File: src/rtl/integer_to_ascii_radix_formatter_assert.svh
// Assertion macros for the integer to ASCII radix formatter.
// Each macro expects signals named clk and arst_n in the scope of use.
`ifndef INTEGER_TO_ASCII_RADIX_FORMATTER_ASSERT_SVH
`define INTEGER_TO_ASCII_RADIX_FORMATTER_ASSERT_SVH

// The consequent must hold in the same cycle as the antecedent.
`define I2A_ASSERT_SAME(label, ante, cons, msg) \
	label: assert property (@(posedge clk) disable iff (!arst_n) (ante) |-> (cons)) \
		else $error(msg);

// The consequent must hold in the cycle after the antecedent.
`define I2A_ASSERT_NEXT(label, ante, cons, msg) \
	label: assert property (@(posedge clk) disable iff (!arst_n) (ante) |=> (cons)) \
		else $error(msg);

`endif

File: src/rtl/i2a_pkg.sv
package i2a_pkg;

	// Radix kinds; any other code formats as decimal.
	localparam logic [1:0] KIND_BIN = 2'd1;
	localparam logic [1:0] KIND_HEX = 2'd2;

	// Digit register: ten BCD digits, or a left-aligned magnitude.
	localparam int WORK_W = 40;
	localparam int MAG_W  = 32;
	localparam int CNT_W  = 6;

	localparam logic [CNT_W-1:0] DAB_ITER   = 6'd32;
	localparam logic [CNT_W-1:0] BIN_DIGITS = 6'd32;
	localparam logic [CNT_W-1:0] HEX_DIGITS = 6'd8;
	localparam logic [CNT_W-1:0] DEC_DIGITS = 6'd10;

	// ASCII codes.
	localparam logic [6:0] CH_MINUS    = 7'h2D;
	localparam logic [6:0] CH_ZERO     = 7'h30;
	localparam logic [6:0] CH_B        = 7'h62;
	localparam logic [6:0] CH_X        = 7'h78;
	localparam logic [6:0] CH_HEX_BASE = 7'h57;
	localparam logic [3:0] MAX_DEC_DIG = 4'd9;

	typedef enum logic [1:0] {
		SEL_MINUS,
		SEL_ZERO,
		SEL_PFX,
		SEL_DIGIT
	} char_sel_t;

	typedef struct packed {
		logic      load;
		logic      dabble;
		logic      shift;
		logic      emit;
		char_sel_t sel;
	} ctrl_cmd_t;

	typedef struct packed {
		logic is_dec;
		logic neg;
		logic has_pfx;
		logic cnt_one;
		logic top_zero;
		logic dab_done;
	} dp_stat_t;

endpackage

File: src/rtl/i2a_ctrl.sv
module i2a_ctrl (
	input  logic                clk,
	input  logic                arst_n,
	input  logic                in_valid,
	output logic                in_ready,
	input  logic                out_ready,
	output logic                out_valid,
	input  i2a_pkg::dp_stat_t   stat,
	output i2a_pkg::ctrl_cmd_t  cmd
);
	import i2a_pkg::*;

	typedef enum logic [6:0] {
		S_IDLE  = 7'b0000001,
		S_CONV  = 7'b0000010,
		S_SKIP  = 7'b0000100,
		S_SIGN  = 7'b0001000,
		S_PFX0  = 7'b0010000,
		S_PFXC  = 7'b0100000,
		S_DIGIT = 7'b1000000
	} state_t;

	state_t state_q, state_d;
	logic   out_valid_q;
	logic   can_emit;

	assign can_emit  = !out_valid_q || out_ready;
	assign out_valid = out_valid_q;
	assign in_ready  = (state_q == S_IDLE);

	always_comb begin
		state_d    = state_q;
		cmd.load   = 1'b0;
		cmd.dabble = 1'b0;
		cmd.shift  = 1'b0;
		cmd.emit   = 1'b0;
		cmd.sel    = SEL_DIGIT;
		case (state_q)
			S_IDLE: begin
				if (in_valid) begin
					cmd.load = 1'b1;
					state_d  = S_CONV;
				end
			end
			S_CONV: begin
				if (stat.is_dec && !stat.dab_done) begin
					cmd.dabble = 1'b1;
				end else begin
					state_d = S_SKIP;
				end
			end
			S_SKIP: begin
				if (!stat.cnt_one && stat.top_zero) begin
					cmd.shift = 1'b1;
				end else if (stat.neg) begin
					state_d = S_SIGN;
				end else if (stat.has_pfx) begin
					state_d = S_PFX0;
				end else begin
					state_d = S_DIGIT;
				end
			end
			S_SIGN: begin
				cmd.sel = SEL_MINUS;
				if (can_emit) begin
					cmd.emit = 1'b1;
					state_d  = stat.has_pfx ? S_PFX0 : S_DIGIT;
				end
			end
			S_PFX0: begin
				cmd.sel = SEL_ZERO;
				if (can_emit) begin
					cmd.emit = 1'b1;
					state_d  = S_PFXC;
				end
			end
			S_PFXC: begin
				cmd.sel = SEL_PFX;
				if (can_emit) begin
					cmd.emit = 1'b1;
					state_d  = S_DIGIT;
				end
			end
			S_DIGIT: begin
				if (can_emit) begin
					cmd.emit  = 1'b1;
					cmd.shift = 1'b1;
					if (stat.cnt_one) begin
						state_d = S_IDLE;
					end
				end
			end
			default: begin
				state_d = S_IDLE;
			end
		endcase
	end

	always_ff @(posedge clk or negedge arst_n) begin
		if (!arst_n) begin
			state_q     <= S_IDLE;
			out_valid_q <= 1'b0;
		end else begin
			state_q <= state_d;
			if (cmd.emit) begin
				out_valid_q <= 1'b1;
			end else if (out_ready) begin
				out_valid_q <= 1'b0;
			end
		end
	end

endmodule

File: src/rtl/i2a_dp.sv
module i2a_dp (
	input  logic                clk,
	input  logic [1:0]          kind,
	input  logic [31:0]         value,
	input  i2a_pkg::ctrl_cmd_t  cmd,
	output i2a_pkg::dp_stat_t   stat,
	output logic [6:0]          char_out,
	output logic                last
);
	import i2a_pkg::*;

	logic [1:0]        kind_q;
	logic              neg_q;
	logic [WORK_W-1:0] work_q;
	logic [MAG_W-1:0]  bin_q;
	logic [CNT_W-1:0]  cnt_q;
	logic [CNT_W-1:0]  dab_q;
	logic [6:0]        char_q;
	logic              last_q;

	logic              kind_bin, kind_hex, kind_dec;
	logic              load_bin, load_hex;
	logic [MAG_W-1:0]  mag;
	logic [WORK_W-1:0] adj;
	logic [3:0]        top_digit;
	logic [6:0]        digit_char;
	logic [6:0]        char_d;

	assign kind_bin = (kind_q == KIND_BIN);
	assign kind_hex = (kind_q == KIND_HEX);
	assign kind_dec = !kind_bin && !kind_hex;
	assign load_bin = (kind == KIND_BIN);
	assign load_hex = (kind == KIND_HEX);

	assign mag = value[MAG_W-1] ? (~value + 32'd1) : value;

	// Add-3 correction on every BCD digit before the shift.
	always_comb begin
		for (int i = 0; i < WORK_W / 4; i++) begin
			adj[i*4 +: 4] = (work_q[i*4 +: 4] > 4'd4) ? (work_q[i*4 +: 4] + 4'd3)
				: work_q[i*4 +: 4];
		end
	end

	assign top_digit  = kind_bin ? {3'b000, work_q[WORK_W-1]} : work_q[WORK_W-1 -: 4];
	assign digit_char = (top_digit > MAX_DEC_DIG) ? (CH_HEX_BASE + {3'b000, top_digit})
		: (CH_ZERO + {3'b000, top_digit});

	always_comb begin
		case (cmd.sel)
			SEL_MINUS: char_d = CH_MINUS;
			SEL_ZERO:  char_d = CH_ZERO;
			SEL_PFX:   char_d = kind_bin ? CH_B : CH_X;
			SEL_DIGIT: char_d = digit_char;
			default:   char_d = digit_char;
		endcase
	end

	assign stat.is_dec   = kind_dec;
	assign stat.neg      = neg_q;
	assign stat.has_pfx  = !kind_dec;
	assign stat.cnt_one  = (cnt_q == 6'd1);
	assign stat.top_zero = (top_digit == 4'd0);
	assign stat.dab_done = (dab_q == 6'd0);

	always_ff @(posedge clk) begin
		if (cmd.load) begin
			kind_q <= kind;
			neg_q  <= value[MAG_W-1];
			bin_q  <= mag;
			dab_q  <= DAB_ITER;
			if (load_bin) begin
				work_q <= {mag, 8'h00};
				cnt_q  <= BIN_DIGITS;
			end else if (load_hex) begin
				work_q <= {mag, 8'h00};
				cnt_q  <= HEX_DIGITS;
			end else begin
				work_q <= '0;
				cnt_q  <= DEC_DIGITS;
			end
		end else if (cmd.dabble) begin
			work_q <= {adj[WORK_W-2:0], bin_q[MAG_W-1]};
			bin_q  <= {bin_q[MAG_W-2:0], 1'b0};
			dab_q  <= dab_q - 6'd1;
		end else if (cmd.shift) begin
			work_q <= kind_bin ? {work_q[WORK_W-2:0], 1'b0} : {work_q[WORK_W-5:0], 4'h0};
			cnt_q  <= cnt_q - 6'd1;
		end
		if (cmd.emit) begin
			char_q <= char_d;
			last_q <= (cmd.sel == SEL_DIGIT) && (cnt_q == 6'd1);
		end
	end

	assign char_out = char_q;
	assign last     = last_q;

endmodule

File: src/rtl/integer_to_ascii_radix_formatter.sv
// Order: binary and hex are loaded and then skip leading zero digits before the first
// character; decimal adds the shift-add-3 conversion. Characters then leave one per cycle
// while out_ready stays high. Throughput: one number at a time; the next number is taken
// only after the last digit of the previous one is loaded into the output register.
// Reset: arst_n clears the controller state and the output valid flag asynchronously.
`include "integer_to_ascii_radix_formatter_assert.svh"

module integer_to_ascii_radix_formatter (
	input  logic               clk,
	input  logic               arst_n,
	input  logic               in_valid,
	output logic               in_ready,
	input  logic [1:0]         kind,
	input  logic signed [31:0] value,
	output logic               out_valid,
	input  logic               out_ready,
	output logic [6:0]         char_out,
	output logic               last
);
	import i2a_pkg::*;

	// The controller sequences one number through four phases. After the input beat
	// is taken, a decimal number is converted to ten BCD digits by the shift-add-3
	// method, one magnitude bit per cycle. Binary and hex need no conversion, since
	// their digits are bit fields of the magnitude, which is stored left-aligned.
	// The skip phase then drops leading zero digits one per cycle, always keeping at
	// least one digit so that zero prints as a single '0'. Finally the sign, the
	// prefix and the digits leave through a single output register, one beat per
	// character, with last marking the final digit.
	ctrl_cmd_t cmd;
	dp_stat_t  stat;

	i2a_ctrl u_ctrl (
		.clk       (clk),
		.arst_n    (arst_n),
		.in_valid  (in_valid),
		.in_ready  (in_ready),
		.out_ready (out_ready),
		.out_valid (out_valid),
		.stat      (stat),
		.cmd       (cmd)
	);

	// The datapath holds the magnitude, the digit register, the digit count and the
	// output register; it acts only on the controller's commands.
	i2a_dp u_dp (
		.clk      (clk),
		.kind     (kind),
		.value    (value),
		.cmd      (cmd),
		.stat     (stat),
		.char_out (char_out),
		.last     (last)
	);

	// Only one number is in flight: after an input beat the block is busy.
	`I2A_ASSERT_NEXT(a_busy_after_accept, in_valid && in_ready, !in_ready, "input taken while busy")
	// When the block is ready for a new number, any beat still waiting is the last one.
	`I2A_ASSERT_SAME(a_idle_only_last, in_ready && out_valid, last, "idle with unfinished number")
	// A minus sign or the hex prefix letter x never ends a number.
	`I2A_ASSERT_SAME(a_no_last_on_sign, out_valid && (char_out == CH_MINUS || char_out == CH_X),
		!last, "number ends without digits")

endmodule

File: config.mk
export PLATFORM = sky130hd
export DESIGN_NAME = integer_to_ascii_radix_formatter
export DESIGN_NICKNAME = d
export VERILOG_FILES = /design/src/rtl/i2a_pkg.sv /design/src/rtl/i2a_ctrl.sv /design/src/rtl/i2a_dp.sv /design/src/rtl/integer_to_ascii_radix_formatter.sv
export VERILOG_INCLUDE_DIRS = /design/src /design/src/rtl
export SDC_FILE = /design/constraint.sdc
export NUM_CORES = 1
export LEC_CHECK = 0
export BUFFER_PORTS_ARGS = -buffer_cell sky130_fd_sc_hd__buf_4
export CAP_MARGIN = 20
export CORE_UTILIZATION = 45
export DETAILED_ROUTE_END_ITERATION = 10
export GPL_ROUTABILITY_DRIVEN = 0
export PLACE_DENSITY = 0.64
export SKIP_CTS_REPAIR_TIMING = 1
export SYNTH_ARGS = -nofsm -noshare
export SYNTH_HDL_FRONTEND = slang
export SYNTH_SLANG_ARGS = --single-unit
File: constraint.sdc
create_clock -name clk -period 4.4 [get_ports clk]
set_input_delay 0.88 -clock clk [delete_from_list [all_inputs] [get_ports clk]]
set_output_delay 0.88 -clock clk [all_outputs]
set_load 0.02 [all_outputs]
## Yosys cells after proc, flatten, opt, wreduce, memory -nomap -nowiden

Cells that the tools add are included.

| word-level totals | value |
|---|---|
| bits in registers | 103 |
| output and inout port bits | 10 |
| logic and storage cells | 132 |

| cells by class | value |
|---|---|
| bitwise logic cells | 1 |
| magnitude comparators | 11 |
| equal/unequal tests | 24 |
| reductions and logical operators | 20 |
| add/sub/neg operators | 15 |
| muxes and demuxes | 51 |

Operators by type and width:

| operator | number |
|---|---|
| 2-to-1 mux 40 bit | 6 |
| 2-to-1 mux 32 bit | 3 |
| 2-to-1 mux 7 bit | 11 |
| case mux 7 bit (7 select lines) | 1 |
| > comparator 4 x 3 -> 1 bit, second input constant | 10 |
| 2-to-1 mux 4 bit | 10 |
| adder 4 x 2 -> 4 bit, second input constant | 9 |
| adder 32 x 1 -> 32 bit, second input constant | 1 |
| inverter 32 bit | 1 |
| case mux 7 bit (4 select lines) | 1 |
| 2-to-1 mux 6 bit | 4 |
| inequality test 2 x 1 -> 1 bit, second input constant | 6 |
| subtractor 6 x 1 -> 6 bit, second input constant | 2 |
| == test 2 bit, second input constant | 4 |
| 2-to-1 mux 1 bit | 8 |
| AND reduction 8 bit | 1 |
| adder 6 x 4 -> 7 bit, first input constant | 1 |
| adder 7 x 4 -> 7 bit, first input constant | 1 |
| == test 7 x 1 -> 1 bit, second input constant | 1 |
| == test 7 x 2 -> 1 bit, second input constant | 1 |
| == test 7 x 3 -> 1 bit, second input constant | 1 |
| == test 7 x 4 -> 1 bit, second input constant | 1 |
| == test 7 x 5 -> 1 bit, second input constant | 1 |
| == test 7 x 6 -> 1 bit, second input constant | 1 |
| 21 further kinds | 36 |

## Logic depth before layout (Yosys ltp)

| depth | value |
|---|---|
| word-level depth | 9 |
| gate-level depth with buffers | 11 |

## Modules after synthesis

Synthesis repeated with hierarchy kept, for this count alone.

| unflattened totals | value |
|---|---|
| cells, all modules | 741 |
| area total of the unflattened synthesis | 7163.1 um2 |

Modules (own cells, without submodules):

| module | instances | area each (um2) | cells each | seq. area each (um2) |
|---|---|---|---|---|
| i2a_dp | 1 | 6457.4 | 667 | 2792.7 |
| i2a_ctrl | 1 | 705.7 | 74 | 201.4 |

## Least setup slack after synthesis

No wires, ideal clock.

| timing | value |
|---|---|
| path type | reg2reg |
| from | register u_dp.dab_q[0] |
| to | register u_dp.work_q[0], enable pin |
| path slack | 874 ps |
| stages on the path, launching flop included | 10 |
| setup time | 718 ps |
| arrival time | 2808 ps |
| required time | 3682 ps |
| cells stage by stage | dfxtp_1 > inv_1 > ha_1 > nand2b_1 > o311a_1 > buf_4 > nand2_4 > buf_2 > buf_2 > nand4_1 |

| on the way | value |
|---|---|
| longest elaborated chain between the ends | 6 |

Ends and longest elaborated chain:

| item | line | source |
|---|---|---|
| start, declared | i2a_dp.sv:17 | `logic [CNT_W-1:0] dab_q;` |
| start signal, assigned | i2a_dp.sv:85 | `dab_q <= dab_q - 6'd1;` |
| zero test 6 bit | i2a_dp.sv:64 | `assign stat.dab_done = (dab_q == 6'd0);` |
| zero test 1 bit | i2a_ctrl.sv:46 | `if (stat.is_dec && !stat.dab_done) begin` |
| logical AND 1 bit | i2a_ctrl.sv:46 |  |
| 2-to-1 mux 1 bit | i2a_ctrl.sv:46 |  |
| 2-to-1 mux 1 bit | i2a_ctrl.sv:38 | `case (state_q)` |
| nonzero test 3 bit (no line) | - |  |
| end signal, assigned | i2a_dp.sv:73 | `work_q <= {mag, 8'h00};` |
| end signal, assigned | i2a_dp.sv:76 | `work_q <= {mag, 8'h00};` |
| end signal, assigned | i2a_dp.sv:83 | `work_q <= {adj[WORK_W-2:0], bin_q[MAG_W-1]};` |
| end, declared | i2a_dp.sv:14 | `logic [WORK_W-1:0] work_q;` |

No other way between the ends.
A chain may end at the register's enable or synchronous reset.

## Worst setup path after layout

| timing | value |
|---|---|
| from | register u_dp.kind_q[0] |
| to | register u_dp.work_q[26], data pin |

| on the way | value |
|---|---|
| longest elaborated chain between the ends | 8 |

Ends and longest elaborated chain:

| item | line | source |
|---|---|---|
| start, declared | i2a_dp.sv:12 | `logic [1:0] kind_q;` |
| start signal, assigned | i2a_dp.sv:68 | `kind_q <= kind;` |
| == test 2 x 1 -> 1 bit or == test 2 bit (tied branches) | i2a_dp.sv:29, i2a_dp.sv:30 |  |
| zero test 1 bit | i2a_dp.sv:31 | `assign kind_dec = !kind_bin && !kind_hex;` |
| logical AND 1 bit | i2a_dp.sv:31 |  |
| logical AND 1 bit | i2a_ctrl.sv:46 |  |
| 2-to-1 mux 1 bit | i2a_ctrl.sv:46 |  |
| 2-to-1 mux 1 bit | i2a_ctrl.sv:38 |  |
| 2-to-1 mux 40 bit * | i2a_dp.sv:82 | `end else if (cmd.dabble) begin` |
| 2-to-1 mux 40 bit * | i2a_dp.sv:67 | `if (cmd.load) begin` |
| end signal, assigned | i2a_dp.sv:73 |  |
| end signal, assigned | i2a_dp.sv:83 |  |
| end signal, assigned | i2a_dp.sv:87 | `work_q <= kind_bin ? {work_q[WORK_W-2:0], 1'b0} : {work_q[WORK_W-5:0], 4'h0};` |

Every way passes the cells marked *; elsewhere a longest branch is shown, timed or not. The select of a mux whose other input is x is not followed.

==> metrics.md <==
| Metric | Value |
|---|---|
| Status | complete, but fails checks |
| Failing checks | design-rule violations |
| Via Count | 5548 |
| Drt drc | 4 |
| FF-to-FF End | u_dp.work_q[26] |
| Number of flops mapped to enable cells by yosys | 89 |
| Ports | 48 |
| Number of buffers and inverters on the critical path | 2 |
| R2R depth | 6 |
| Crit start category | register |
| CP cell instances | ha_1, o311a_1, a21oi_1, inv_2, buf_4, o221ai_1 |
| Die Height | 126 um |
| Arrival @ worst endpoint | 3280 ps |
| Crit-path slowest cell | o311a_1 |
| DR pass1 iterations | 8 |
| CP Capture Type | register |
| Total GRT Usage | 22.5% |
| Gr ovfl total | 0 |
| Root buf cell | clkbuf_16 |
| Final wirelength | 16900 um |
| Avg Inst Size Synth | 9.85 um^2 |
| Vias in the first global route | 5347 |
| Largest cells by area after synthesis | edfxtp_1 39%, ha_1 5.3%, o21ai_0 4.9%, xor2_1 4.3%, nand2_1 3.6% |
| Via density | 6.05 |
| Gate Count Post-Synth | 697 |
| Final Hold Vio Count | 0 |
| DP Wirelength | 11900 um |
| Fraction of registers with async set/reset | 7.77% |
| Crit Path Category | reg2reg |
| Initial Util | 46.7% |
| Leakage | 3.00 nW |
| Largest net degree at the start of global routing | 70 |
| Detail Route Antenna Nets | 0 |
| Area leader, netlist | edfxtp_1 |
| Worst relative slew slack | 25.0% |
| # rows | 44 |
| Crit path max fanout | 34 |
| WHS | 329 ps |
| Clock Latency Late Sink | 360 ps |
| Synth-to-layout area growth | 11.2% |
| Maximum clock rate | 314 MHz |
| Pins over their slew limit | 0 |
| CTS tree | built |
| Crit-path leading delay family | compound AO/OA/AOI/OAI gates |
| Drt wl/cell | 18.4 um |
| Reg clk slew, reported paths | 70 ps |
| Diodes inserted | 0 |
| Worst-Margin Slew | 1120 ps |
| Unrepaired setup endpoints after global routing | false |
| I/O Buffers | 47 |
| Mapped Area | 6870 um^2 |
| NetSw | 2.06 mW |
| CTS HTree Levels | 3 |
| Die footprint | 15800 um^2 |
| Die width | 126 um |
| Total of max-cap violations | 0 |
| VDD IR-drop max | 0.000314 V |
| Synthesized Nets | 764 |
| Fraction of layout cells with a size suffix above 1 | 13.8% |
| Endpoints failing setup | 0 |
| First-pass GRT wire length | 28000 um |
| Power share of the clock group | 16.0% |
| Setup_tns | 0 ps |
| Initial antenna violation count | 0 |
| DRT iter0 DRCs | 475 |
| CTS buffer count | 9 |
| Comb power frac | 43.5% |
| Int Pwr | 2.99 mW |
| Min cycle time layout | 3190 ps |
| Net switching fraction of the power | 40.8% |
| Part of the power in registers | 40.5% |
| CP required | 4490 ps |
| Ys flop type | edfxtp_1 |
| Number of distinct library cells after synthesis | 77 |
| Min-delay worst type | in2async |
| Total core area | 14700 um^2 |
| Ys Warns | 0 |
| Clock Tree Buf Depth | 2 |
| Most numerous cell in the Yosys netlist | edfxtp_1 |
| CTS sink count | 103 |
| Layout Skew | 7.63 ps |
| Share of the synthesized area in the top cell type | 38.9% |
| Sequential share of the synthesized area | 43.6% |
| Synth cell count leaders | 89 x edfxtp_1, 67 x o21ai_0, 66 x nand2_1 |
| Worst R2R Setup Slack | 1210 ps |
| Register bit count reported by yosys | 103 |
| Nets | 795 |
| Max stage delay on crit path | 780 ps |
| Pwr per Cell Area | 660 nW/um^2 |
| Critical R2R Launch | u_dp.kind_q[0] |
| Fin crit share | 72.4% |
area by class of cell:
type	instances	area, um^2
flip-flops and latches	103	2990
clock buffers	10	229
multi-input cells	511	3540
inverters	49	184
fillers	1269	7060
clock inverters	6	61.3
well taps	184	230
repair buffers	54	405
cells by family (layout without fill, tap and decap cells):
logic type	Yosys count	in the layout	share of synthesized area, %
buffers and inverters	83	119	4.97
AO/OA/AOI/OAI	214	214	21.4
XOR/XNOR	44	44	5.61
adder cells (fa/ha/maj)	29	29	5.28
flip-flops	103	103	43.6
AND/OR/NAND/NOR	196	196	14.9
multiplexers	28	28	4.24
worst max-delay path by stage:
| stage | slack [ps] | start | cells past startpoint | endpoint |
|---|---|---|---|---|
| after floorplan | 870 | u_dp.dab_q[0] | 9 | u_dp.work_q[0] |
| after global placement | 1210 | value[0] | 8 | u_dp.work_q[32] |
| after detailed placement | 1190 | value[0] | 8 | u_dp.work_q[32] |
| after CTS | 1220 | u_dp.kind_q[0] | 6 | u_dp.work_q[26] |
| after global routing | 1020 | u_dp.kind_q[0] | 6 | u_dp.work_q[26] |
| final | 1210 | u_dp.kind_q[0] | 6 | u_dp.work_q[26] |
cells in the final DEF, fill, tap and decap left out, drive strengths merged, types with 5 or more instances in the layout:
master   synthesis  routed
nor2            39      39
o2bb2ai          5       5
xor2            34      34
and3             5       5
a22oi            5       5
nor3            18      18
or3             10      10
inv             48      48
nor4            10      10
nand3           13      13
o221ai          11      11
clkbuf          19      10
a21oi           31      31
edfxtp          89      89
buf             15      54
o22a             6       6
mux2i           19      19
o31ai           12      12
ha              29      29
o311ai           5       5
o41ai           10      10
dfxtp            6       6
clkinv           1       5
nand2           67      67
xnor2           10      10
o21ai           70      70
mux2             9       9
nand4            7       7
o211a            6       6
o211ai          13      13
dfrtp            7       7
o22ai            8       8
or4              5       5
stage by stage:
step	setup slack (ps)	cells	utilization (%)	power, mW	area, um^2
final	1210	917	52.0	5.05	7640
after global placement	1210	901	50.0	4.15	7350
after CTS	1220	917	52.0	5.05	7640
after global routing	1020	917	52.0	5.44	7640
after floorplan	874	697	-	3.62	6870
after detailed placement	1190	901	50.0	4.23	7350
power groups by stage:
stage               clock network, mW  registers (mW)  logic (mW)
global route                    0.853            2.10        2.49
global placement                    0            2.03        2.12
finish                          0.807            2.04        2.20
CTS                             0.821            2.03        2.20
detailed placement                  0            2.05        2.18
floorplan                           0            1.94        1.68
flip-flops by register name, summed over array words and instances (netlist names):
name	flops
u_dp.last	1
u_ctrl.state_q	7
u_dp.bin_q	32
u_dp.work_q	40
u_dp.cnt_q	6
u_dp.neg_q	1
u_ctrl.out_valid	1
u_dp.kind_q	2
u_dp.char_out	7
u_dp.dab_q	6
layer usage:
metal | share of wire (%) | track usage [%]
met5 | 0 | 0
met4 | 1.5 | 6.31
met3 | 5.7 | 4.79
met2 | 46 | 35.3
met1 | 47 | 31.3
No activity file was read; power rests on OpenSTA's default activity.
